## src/design/ftfm_pkg.sv

```systemverilog
package ftfm_pkg;

    localparam int STAMP_W = 32;
    localparam int SCALE_W = 20;
    localparam int FREQ_W  = 8;
    localparam int CFG_IDX_W  = 3;
    localparam int CFG_DATA_W = 32;
    localparam int DIV_CNT_W  = $clog2(SCALE_W);

    typedef enum logic [CFG_IDX_W-1:0] {
        CFG_RELOAD_VALUE = 3'd0,
        CFG_RATE_SCALE   = 3'd1,
        CFG_ACCEPT_LOW   = 3'd2,
        CFG_ACCEPT_HIGH  = 3'd3,
        CFG_STALE_LIMIT  = 3'd4
    } cfg_index_t;

    typedef enum logic {
        CMD_CAPTURE = 1'b0,
        CMD_REPORT  = 1'b1
    } command_t;

    typedef enum logic [2:0] {
        ST_IDLE,
        ST_PERIOD,
        ST_DIVIDE,
        ST_UPDATE,
        ST_REPORT
    } state_t;

    // Reset values of the configuration registers.
    localparam logic [STAMP_W-1:0] RELOAD_RESET = 32'hFFFF_FFFF;
    localparam logic [SCALE_W-1:0] SCALE_RESET  = 20'd2500;
    localparam logic [FREQ_W-1:0]  LOW_RESET    = 8'd13;
    localparam logic [FREQ_W-1:0]  HIGH_RESET   = 8'd50;
    localparam logic [FREQ_W-1:0]  STALE_RESET  = 8'd15;

endpackage

```

## src/design/fan_tachometer_frequency_meter.sv

```systemverilog
// Two-channel fan tachometer frequency meter.
// The input channel (s_*) carries one item per tach capture event or report
// tick. s_tuser bit 0 is the command (capture event or report tick) and bit 1
// is the fan channel; s_tdata holds the captured 32-bit timer stamp.
// Captures on a channel alternate between a first and a second stamp. The
// second stamp yields the period, corrected for one timer wrap with the
// reload value, and the frequency rate_scale / period from a bit-serial
// restoring divider that retires one quotient bit per cycle.
// A first-phase capture is absorbed at the accept edge, so the next item can
// follow in the next cycle. A second-phase capture runs the period state,
// twenty divider steps and the update state when the period is nonzero, and
// skips the divider when it is zero; no new item is taken until the block is
// back in idle. A report tick emits NUM_CHANNELS result items on m_*, one per
// cycle while m_tready is high; m_tdata is the frequency, m_tuser the channel
// and m_tlast marks the final item of the report.
// Results sit in an output register, so a stall on m_tready only holds the
// report sequence; a new input item is taken once the block is back in idle
// even if the final result still waits there. Reset (aresetn low, synchronous)
// clears all channel state and loads the default configuration.
module fan_tachometer_frequency_meter #(
    parameter int NUM_CHANNELS = 2
) (
    input  logic                                aclk,
    input  logic                                aresetn,
    // Configuration write port.
    input  logic                                cfg_we,
    input  logic [ftfm_pkg::CFG_IDX_W-1:0]      cfg_index,
    input  logic [ftfm_pkg::CFG_DATA_W-1:0]     cfg_data,
    // Input items.
    input  logic                                s_tvalid,
    output logic                                s_tready,
    input  logic [ftfm_pkg::STAMP_W-1:0]        s_tdata,   // [31:0] capture_stamp
    input  logic [1:0]                          s_tuser,   // [0] command, [1] channel
    // Result items.
    output logic                                m_tvalid,
    input  logic                                m_tready,
    output logic [ftfm_pkg::FREQ_W-1:0]         m_tdata,   // [7:0] frequency
    output logic [0:0]                          m_tuser,   // [0] channel_res
    output logic                                m_tlast
);

    localparam int IDX_W = (NUM_CHANNELS > 1) ? $clog2(NUM_CHANNELS) : 1;
    localparam int STAMP_W = ftfm_pkg::STAMP_W;
    localparam int SCALE_W = ftfm_pkg::SCALE_W;
    localparam int FREQ_W  = ftfm_pkg::FREQ_W;

    // Configuration registers.
    logic [STAMP_W-1:0] reload_reg;
    logic [SCALE_W-1:0] scale_reg;
    logic [FREQ_W-1:0]  low_reg;
    logic [FREQ_W-1:0]  high_reg;
    logic [FREQ_W-1:0]  stale_reg;

    // Per-channel state.
    logic               phase_reg [NUM_CHANNELS];
    logic [STAMP_W-1:0] first_reg [NUM_CHANNELS];
    logic [STAMP_W-1:0] period_reg[NUM_CHANNELS];
    logic [FREQ_W-1:0]  cur_reg   [NUM_CHANNELS];
    logic [FREQ_W-1:0]  prev_reg  [NUM_CHANNELS];

    // Working registers.
    ftfm_pkg::state_t             state_reg, state_next;
    logic [IDX_W-1:0]             idx_reg;
    logic [STAMP_W-1:0]           stamp_reg;
    logic [STAMP_W-1:0]           div_reg;
    logic [STAMP_W-1:0]           rem_reg;
    logic [SCALE_W-1:0]           dq_reg;
    logic [ftfm_pkg::DIV_CNT_W-1:0] cnt_reg;
    logic                         zero_reg;

    // Output register.
    logic              m_tvalid_reg;
    logic [FREQ_W-1:0] m_tdata_reg;
    logic              m_tuser_reg;
    logic              m_tlast_reg;

    logic               in_accept;
    logic               in_report;
    logic [IDX_W-1:0]   in_idx;
    logic               in_ch_ok;
    logic               slot_free;
    logic               out_load;
    logic               idx_last;
    logic [STAMP_W-1:0] new_period;
    logic [STAMP_W:0]   trial;
    logic               trial_ge;
    logic [SCALE_W-1:0] quotient;
    logic               q_reject;
    logic               stale_clr;

    assign in_accept = s_tvalid && s_tready;
    assign in_report = (s_tuser[0] == ftfm_pkg::CMD_REPORT);
    assign in_idx    = IDX_W'(s_tuser[1]);
    assign in_ch_ok  = (32'(s_tuser[1]) < NUM_CHANNELS);
    assign slot_free = !m_tvalid_reg || m_tready;
    assign idx_last  = (32'(idx_reg) == NUM_CHANNELS - 1);

    // Period with one wrap correction; equal stamps keep the old period.
    always_comb begin
        if (stamp_reg > first_reg[idx_reg]) begin
            new_period = stamp_reg - first_reg[idx_reg];
        end else if (stamp_reg < first_reg[idx_reg]) begin
            new_period = reload_reg - first_reg[idx_reg] + stamp_reg;
        end else begin
            new_period = period_reg[idx_reg];
        end
    end

    // One restoring division step.
    assign trial    = {rem_reg, dq_reg[SCALE_W-1]};
    assign trial_ge = (trial >= {1'b0, div_reg});

    assign quotient = zero_reg ? '0 : dq_reg;
    assign q_reject = (quotient > SCALE_W'(high_reg)) || (quotient <= SCALE_W'(low_reg));

    assign stale_clr = (cur_reg[idx_reg] == prev_reg[idx_reg]) &&
                       (cur_reg[idx_reg] < stale_reg);

    // Next-state logic.
    always_comb begin
        state_next = state_reg;
        case (state_reg)
            ftfm_pkg::ST_IDLE: begin
                if (in_accept) begin
                    if (in_report) begin
                        state_next = ftfm_pkg::ST_REPORT;
                    end else if (in_ch_ok && phase_reg[in_idx]) begin
                        state_next = ftfm_pkg::ST_PERIOD;
                    end
                end
            end
            ftfm_pkg::ST_PERIOD: begin
                state_next = (new_period == '0) ? ftfm_pkg::ST_UPDATE : ftfm_pkg::ST_DIVIDE;
            end
            ftfm_pkg::ST_DIVIDE: begin
                if (cnt_reg == '0) begin
                    state_next = ftfm_pkg::ST_UPDATE;
                end
            end
            ftfm_pkg::ST_UPDATE: begin
                state_next = ftfm_pkg::ST_IDLE;
            end
            ftfm_pkg::ST_REPORT: begin
                if (slot_free && idx_last) begin
                    state_next = ftfm_pkg::ST_IDLE;
                end
            end
            default: begin
                state_next = ftfm_pkg::ST_IDLE;
            end
        endcase
    end

    // Output and strobe logic.
    always_comb begin
        s_tready = 1'b0;
        out_load = 1'b0;
        case (state_reg)
            ftfm_pkg::ST_IDLE:   s_tready = 1'b1;
            ftfm_pkg::ST_REPORT: out_load = slot_free;
            default: begin
                s_tready = 1'b0;
                out_load = 1'b0;
            end
        endcase
    end

    always_ff @(posedge aclk) begin
        if (!aresetn) begin
            state_reg    <= ftfm_pkg::ST_IDLE;
            idx_reg      <= '0;
            m_tvalid_reg <= 1'b0;
            reload_reg   <= ftfm_pkg::RELOAD_RESET;
            scale_reg    <= ftfm_pkg::SCALE_RESET;
            low_reg      <= ftfm_pkg::LOW_RESET;
            high_reg     <= ftfm_pkg::HIGH_RESET;
            stale_reg    <= ftfm_pkg::STALE_RESET;
            for (int i = 0; i < NUM_CHANNELS; i++) begin
                phase_reg[i]  <= 1'b0;
                first_reg[i]  <= '0;
                period_reg[i] <= '0;
                cur_reg[i]    <= '0;
                prev_reg[i]   <= '0;
            end
        end else begin
            state_reg <= state_next;

            if (cfg_we) begin
                case (cfg_index)
                    ftfm_pkg::CFG_RELOAD_VALUE: reload_reg <= cfg_data;
                    ftfm_pkg::CFG_RATE_SCALE:   scale_reg  <= cfg_data[SCALE_W-1:0];
                    ftfm_pkg::CFG_ACCEPT_LOW:   low_reg    <= cfg_data[FREQ_W-1:0];
                    ftfm_pkg::CFG_ACCEPT_HIGH:  high_reg   <= cfg_data[FREQ_W-1:0];
                    ftfm_pkg::CFG_STALE_LIMIT:  stale_reg  <= cfg_data[FREQ_W-1:0];
                    default: ;
                endcase
            end

            if (out_load) begin
                m_tvalid_reg <= 1'b1;
            end else if (m_tready) begin
                m_tvalid_reg <= 1'b0;
            end

            case (state_reg)
                ftfm_pkg::ST_IDLE: begin
                    if (in_accept) begin
                        idx_reg <= in_report ? '0 : in_idx;
                        if (!in_report && in_ch_ok) begin
                            // Every capture event moves the current reading to previous.
                            prev_reg[in_idx] <= cur_reg[in_idx];
                            if (!phase_reg[in_idx]) begin
                                first_reg[in_idx] <= s_tdata;
                                phase_reg[in_idx] <= 1'b1;
                            end
                        end
                    end
                end
                ftfm_pkg::ST_PERIOD: begin
                    period_reg[idx_reg] <= new_period;
                end
                ftfm_pkg::ST_UPDATE: begin
                    cur_reg[idx_reg]   <= q_reject ? prev_reg[idx_reg] : quotient[FREQ_W-1:0];
                    phase_reg[idx_reg] <= 1'b0;
                end
                ftfm_pkg::ST_REPORT: begin
                    if (slot_free) begin
                        if (stale_clr) begin
                            cur_reg[idx_reg]  <= '0;
                            prev_reg[idx_reg] <= '0;
                        end
                        idx_reg <= idx_last ? '0 : idx_reg + 1'b1;
                    end
                end
                default: ;
            endcase
        end
    end

    // Datapath registers without reset.
    always_ff @(posedge aclk) begin
        if (in_accept) begin
            stamp_reg <= s_tdata;
        end
        case (state_reg)
            ftfm_pkg::ST_PERIOD: begin
                div_reg  <= new_period;
                rem_reg  <= '0;
                dq_reg   <= scale_reg;
                cnt_reg  <= ftfm_pkg::DIV_CNT_W'(SCALE_W - 1);
                zero_reg <= (new_period == '0);
            end
            ftfm_pkg::ST_DIVIDE: begin
                rem_reg <= trial_ge ? STAMP_W'(trial - {1'b0, div_reg}) : trial[STAMP_W-1:0];
                dq_reg  <= {dq_reg[SCALE_W-2:0], trial_ge};
                cnt_reg <= cnt_reg - 1'b1;
            end
            default: ;
        endcase
        if (out_load) begin
            m_tdata_reg <= stale_clr ? '0 : cur_reg[idx_reg];
            m_tuser_reg <= idx_reg[0];
            m_tlast_reg <= idx_last;
        end
    end

    assign m_tvalid   = m_tvalid_reg;
    assign m_tdata    = m_tdata_reg;
    assign m_tuser[0] = m_tuser_reg;
    assign m_tlast    = m_tlast_reg;

    // The divider never runs with a zero divisor.
    assert property (@(posedge aclk) disable iff (!aresetn)
        (state_reg == ftfm_pkg::ST_DIVIDE) |-> (div_reg != '0))
        else $error("divider running with zero divisor");

    // The partial remainder stays below the divisor throughout a division.
    assert property (@(posedge aclk) disable iff (!aresetn)
        (state_reg == ftfm_pkg::ST_DIVIDE) |-> (rem_reg < div_reg))
        else $error("partial remainder not below divisor");

    // Loading the final result of a report returns the block to idle.
    assert property (@(posedge aclk) disable iff (!aresetn)
        (out_load && idx_last) |=> (state_reg == ftfm_pkg::ST_IDLE && m_tvalid && m_tlast))
        else $error("report did not end on its final item");

    // A result is only loaded while the output register can take it.
    assert property (@(posedge aclk) disable iff (!aresetn)
        (m_tvalid && !m_tready) |-> !out_load)
        else $error("pending result overwritten");

endmodule
```

## config.mk

```make
export PLATFORM = sky130hd
export DESIGN_NAME = fan_tachometer_frequency_meter
export DESIGN_NICKNAME = d
export VERILOG_FILES = /design/src/design/ftfm_pkg.sv /design/src/design/fan_tachometer_frequency_meter.sv
export SDC_FILE = /design/constraint.sdc
export NUM_CORES = 1
export LEC_CHECK = 0
export BUFFER_PORTS_ARGS = -buffer_cell sky130_fd_sc_hd__buf_2
export CELL_PAD_IN_SITES_DETAIL_PLACEMENT = 0
export CELL_PAD_IN_SITES_GLOBAL_PLACEMENT = 1
export CORE_MARGIN = 3
export CORE_UTILIZATION = 38
export DETAILED_ROUTE_END_ITERATION = 10
export PLACE_DENSITY = 0.63
export SLEW_MARGIN = 15
export SYNTH_ARGS = -nofsm -noshare
export SYNTH_HDL_FRONTEND = slang
export SYNTH_SLANG_ARGS = --single-unit
```

## constraint.sdc

```tcl
create_clock -name aclk -period 10.6 [get_ports aclk]
set_clock_uncertainty 0.05 [all_clocks]
set_input_delay 1.59 -clock aclk [delete_from_list [all_inputs] [get_ports aclk]]
set_output_delay 1.59 -clock aclk [all_outputs]
set_load 0.005 [all_outputs]
```

==> out/results.txt <==
Critical path fanouts, max: 48
First-pass GRT wire length: 95300 um
Core ar.: 58400 um^2
Later-pin clock latency in the skew report: 0.59 ns
WL/cell: 19.3 um
GRT Resource Usage Total: 19.4%
Largest cells by area after synthesis: edfxtp_1, dfxtp_1, ha_1
Setup TNS: 0 ns
Fin. max-slew vios: 0
Setup ws final: 4.48 ns
Commonest non-fill, non-tap cell in the layout: edfxtp_1
Max_cap viols: 0
Crit start category: register
Cell variety after synth: 81
TritonCTS clock tree: done
Starting density of the core: 38.9%
Clock H-tree levels: 2
CTS buffer count: 44
Final worst path period share: 57.8%
Primary FF master, synth: edfxtp_1
P per Cell Area: 193 nW/um^2
Row count: 88
Status: complete, no violations
Number of synthesized register bits: 375
Dpl hpwl: 45500 um
# IOs: 86
Final #Nets: 2606
Mapped Area: 22700 um^2
DRT iter0 DRCs: 1088
Async S/R FF share, synth: 0%
DRC viols: 0
Layout cells sized above 1: 9.81%
Most frequent cells in the layout: edfxtp_1, inv_1, nand2_1, nor2_1, ha_1
Max_slew headroom: 29.4%
Minimum clock period: 6.12 ns
Crit Path Class: reg2reg
CP Capture Type: register
Synth area leader: edfxtp_1
Reg clk slew, reported paths: 0.06 ns
Post-CTS setup buffers: 0
Die Width: 250 um
Largest net degree at the start of global routing: 71
Antenna violations before repair: 1
Top-area cell type share of the netlist area: 38.5%
CTS sink cnt: 375
Setup-failing EPs final: 0
Mapped Cells: 2324
Post-synthesis sequential area ratio: 45.9%
LEAKAGE: 10.7 nW
Final-report hold violation count: 0
WHS: 0.417 ns
DP Worst Slack: 4.52 ns
Hold Crit Class: reg2reg
Max clock buf depth: 3
Final WL: 61200 um
Peak supply drop: 130 uV
Routability cong.: 0.897
Fmax: 163 MHz
Synth-to-Final Area Change: 12.1%
PostCTS Resize Cnt: 0
Die area: 62700 um^2
Util after Layout: 43.6%
Vias in the first global route: 16300
Antenna diode count: 0
Die Ht: 250 um
RSZ-0062 raised after global routing: no
Slew @ Worst Pin: 1.05 ns
Arrival @ worst endpoint: 6.57 ns
Root buffer cell: clkbuf_16
Number of synthesized flops with an enable pin: 291
Yosys warnings: 0
Syn Nets: 2550
Critical Path RT: 11.05 ns
Antenna-violating nets left: 0
Syn_area_per_cell: 9.76 um^2
Total grt overflow: 0
Hold buffers post-CTS: 0
Total number of vias: 16500
Router iterations before antenna repair: 6
Via density: 5.19
Port bufs: 85
## layer usage
metal	up-vias	global-route usage, %	share of wire, %	wire length (um)
met4	0	4.38	1.8	1130
met1	7926	28.8	50	30500
met2	312	29.9	44	27000
met3	66	2.75	4.2	2580
met5	-	0	0	0
li1	8211	-	-	-
## where the power goes
group          switching [mW]  leakage (nW)  internal [mW]  total, mW
Clock                   0.637         0.768          0.992       1.63
Combinational           0.955          6.38          0.541       1.50
Sequential             0.0576          3.55           1.72       1.77
## worst max-delay path, stage by stage (launching register included)
cell and delay [ns]:
dfxtp_4 0.93, buf_4 0.71, mux2i_1 0.33, ha_1 0.36, a211oi_1 0.32, nor4b_2 0.31
nor2_1 0.15, a211oi_2 0.36, o21a_1 0.73, and2_1 0.30, o2111ai_1 0.11, or4b_1 0.56
or4_4 0.51, o31ai_2 0.23
## area by class of cell
type / count / area [um^2]
Tap cell: 765 / 957
Fill cell: 5693 / 32900
Multi-Input combinational cell: 1580 / 10900
Clock inverter: 27 / 397
Inverter: 274 / 1030
Timing Repair Buffer: 105 / 578
Sequential cell: 375 / 10400
Clock buffer: 54 / 1170
## per-stage QoR
| step | instance area [um^2] | power (mW) | std cells |
|---|---|---|---|
| floorplan | 22700 | 2.85 | 2324 |
| global placement | 23900 | 3.29 | 3099 |
| detailed placement | 23900 | 3.29 | 3099 |
| CTS | 25400 | 4.94 | 3180 |
| global route | 25400 | 5.18 | 3180 |
| finish | 25400 | 4.90 | 3180 |
## cells in the mapped netlist (all sizes together), types with 26 or more instances
cell type  instances
and2              79
a21boi            39
edfxtp           291
o211ai            55
nand2            258
dfxtp             84
mux2i            107
clkbuf            67
nand2b            28
fa                33
a21oi            101
xnor2             50
ha               119
inv              274
o21ai             79
buf               28
xor2              36
a21o              44
nand3             56
nor3              26
nor2             210
## path summary, 6_finish.rpt
path,from,endpoint,slack [ns],cells after the start
worst min register to register,scale_reg[0],scale_reg[0],0.42,2
worst max register to register,register,state_reg[0],4.48,13
worst max-delay path,register,state_reg[0],4.48,13
worst min-delay path,scale_reg[0],scale_reg[0],0.42,2
## logic make-up (layout without fill, tap and decap cells)
| family | count (synthesis) | in the layout | synth area share (%) |
|---|---|---|---|
| XOR/XNOR | 86 | 86 | 3.32 |
| AND/OR/NAND/NOR | 767 | 767 | 15.9 |
| buffers and inverters | 369 | 460 | 6.35 |
| AO/OA/AOI/OAI | 449 | 449 | 13.4 |
| flip-flops | 375 | 375 | 45.9 |
| multiplexers | 126 | 126 | 5.66 |
| adder cells (fa/ha/maj) | 152 | 152 | 9.47 |
Power figures use the tool's default switching activity.
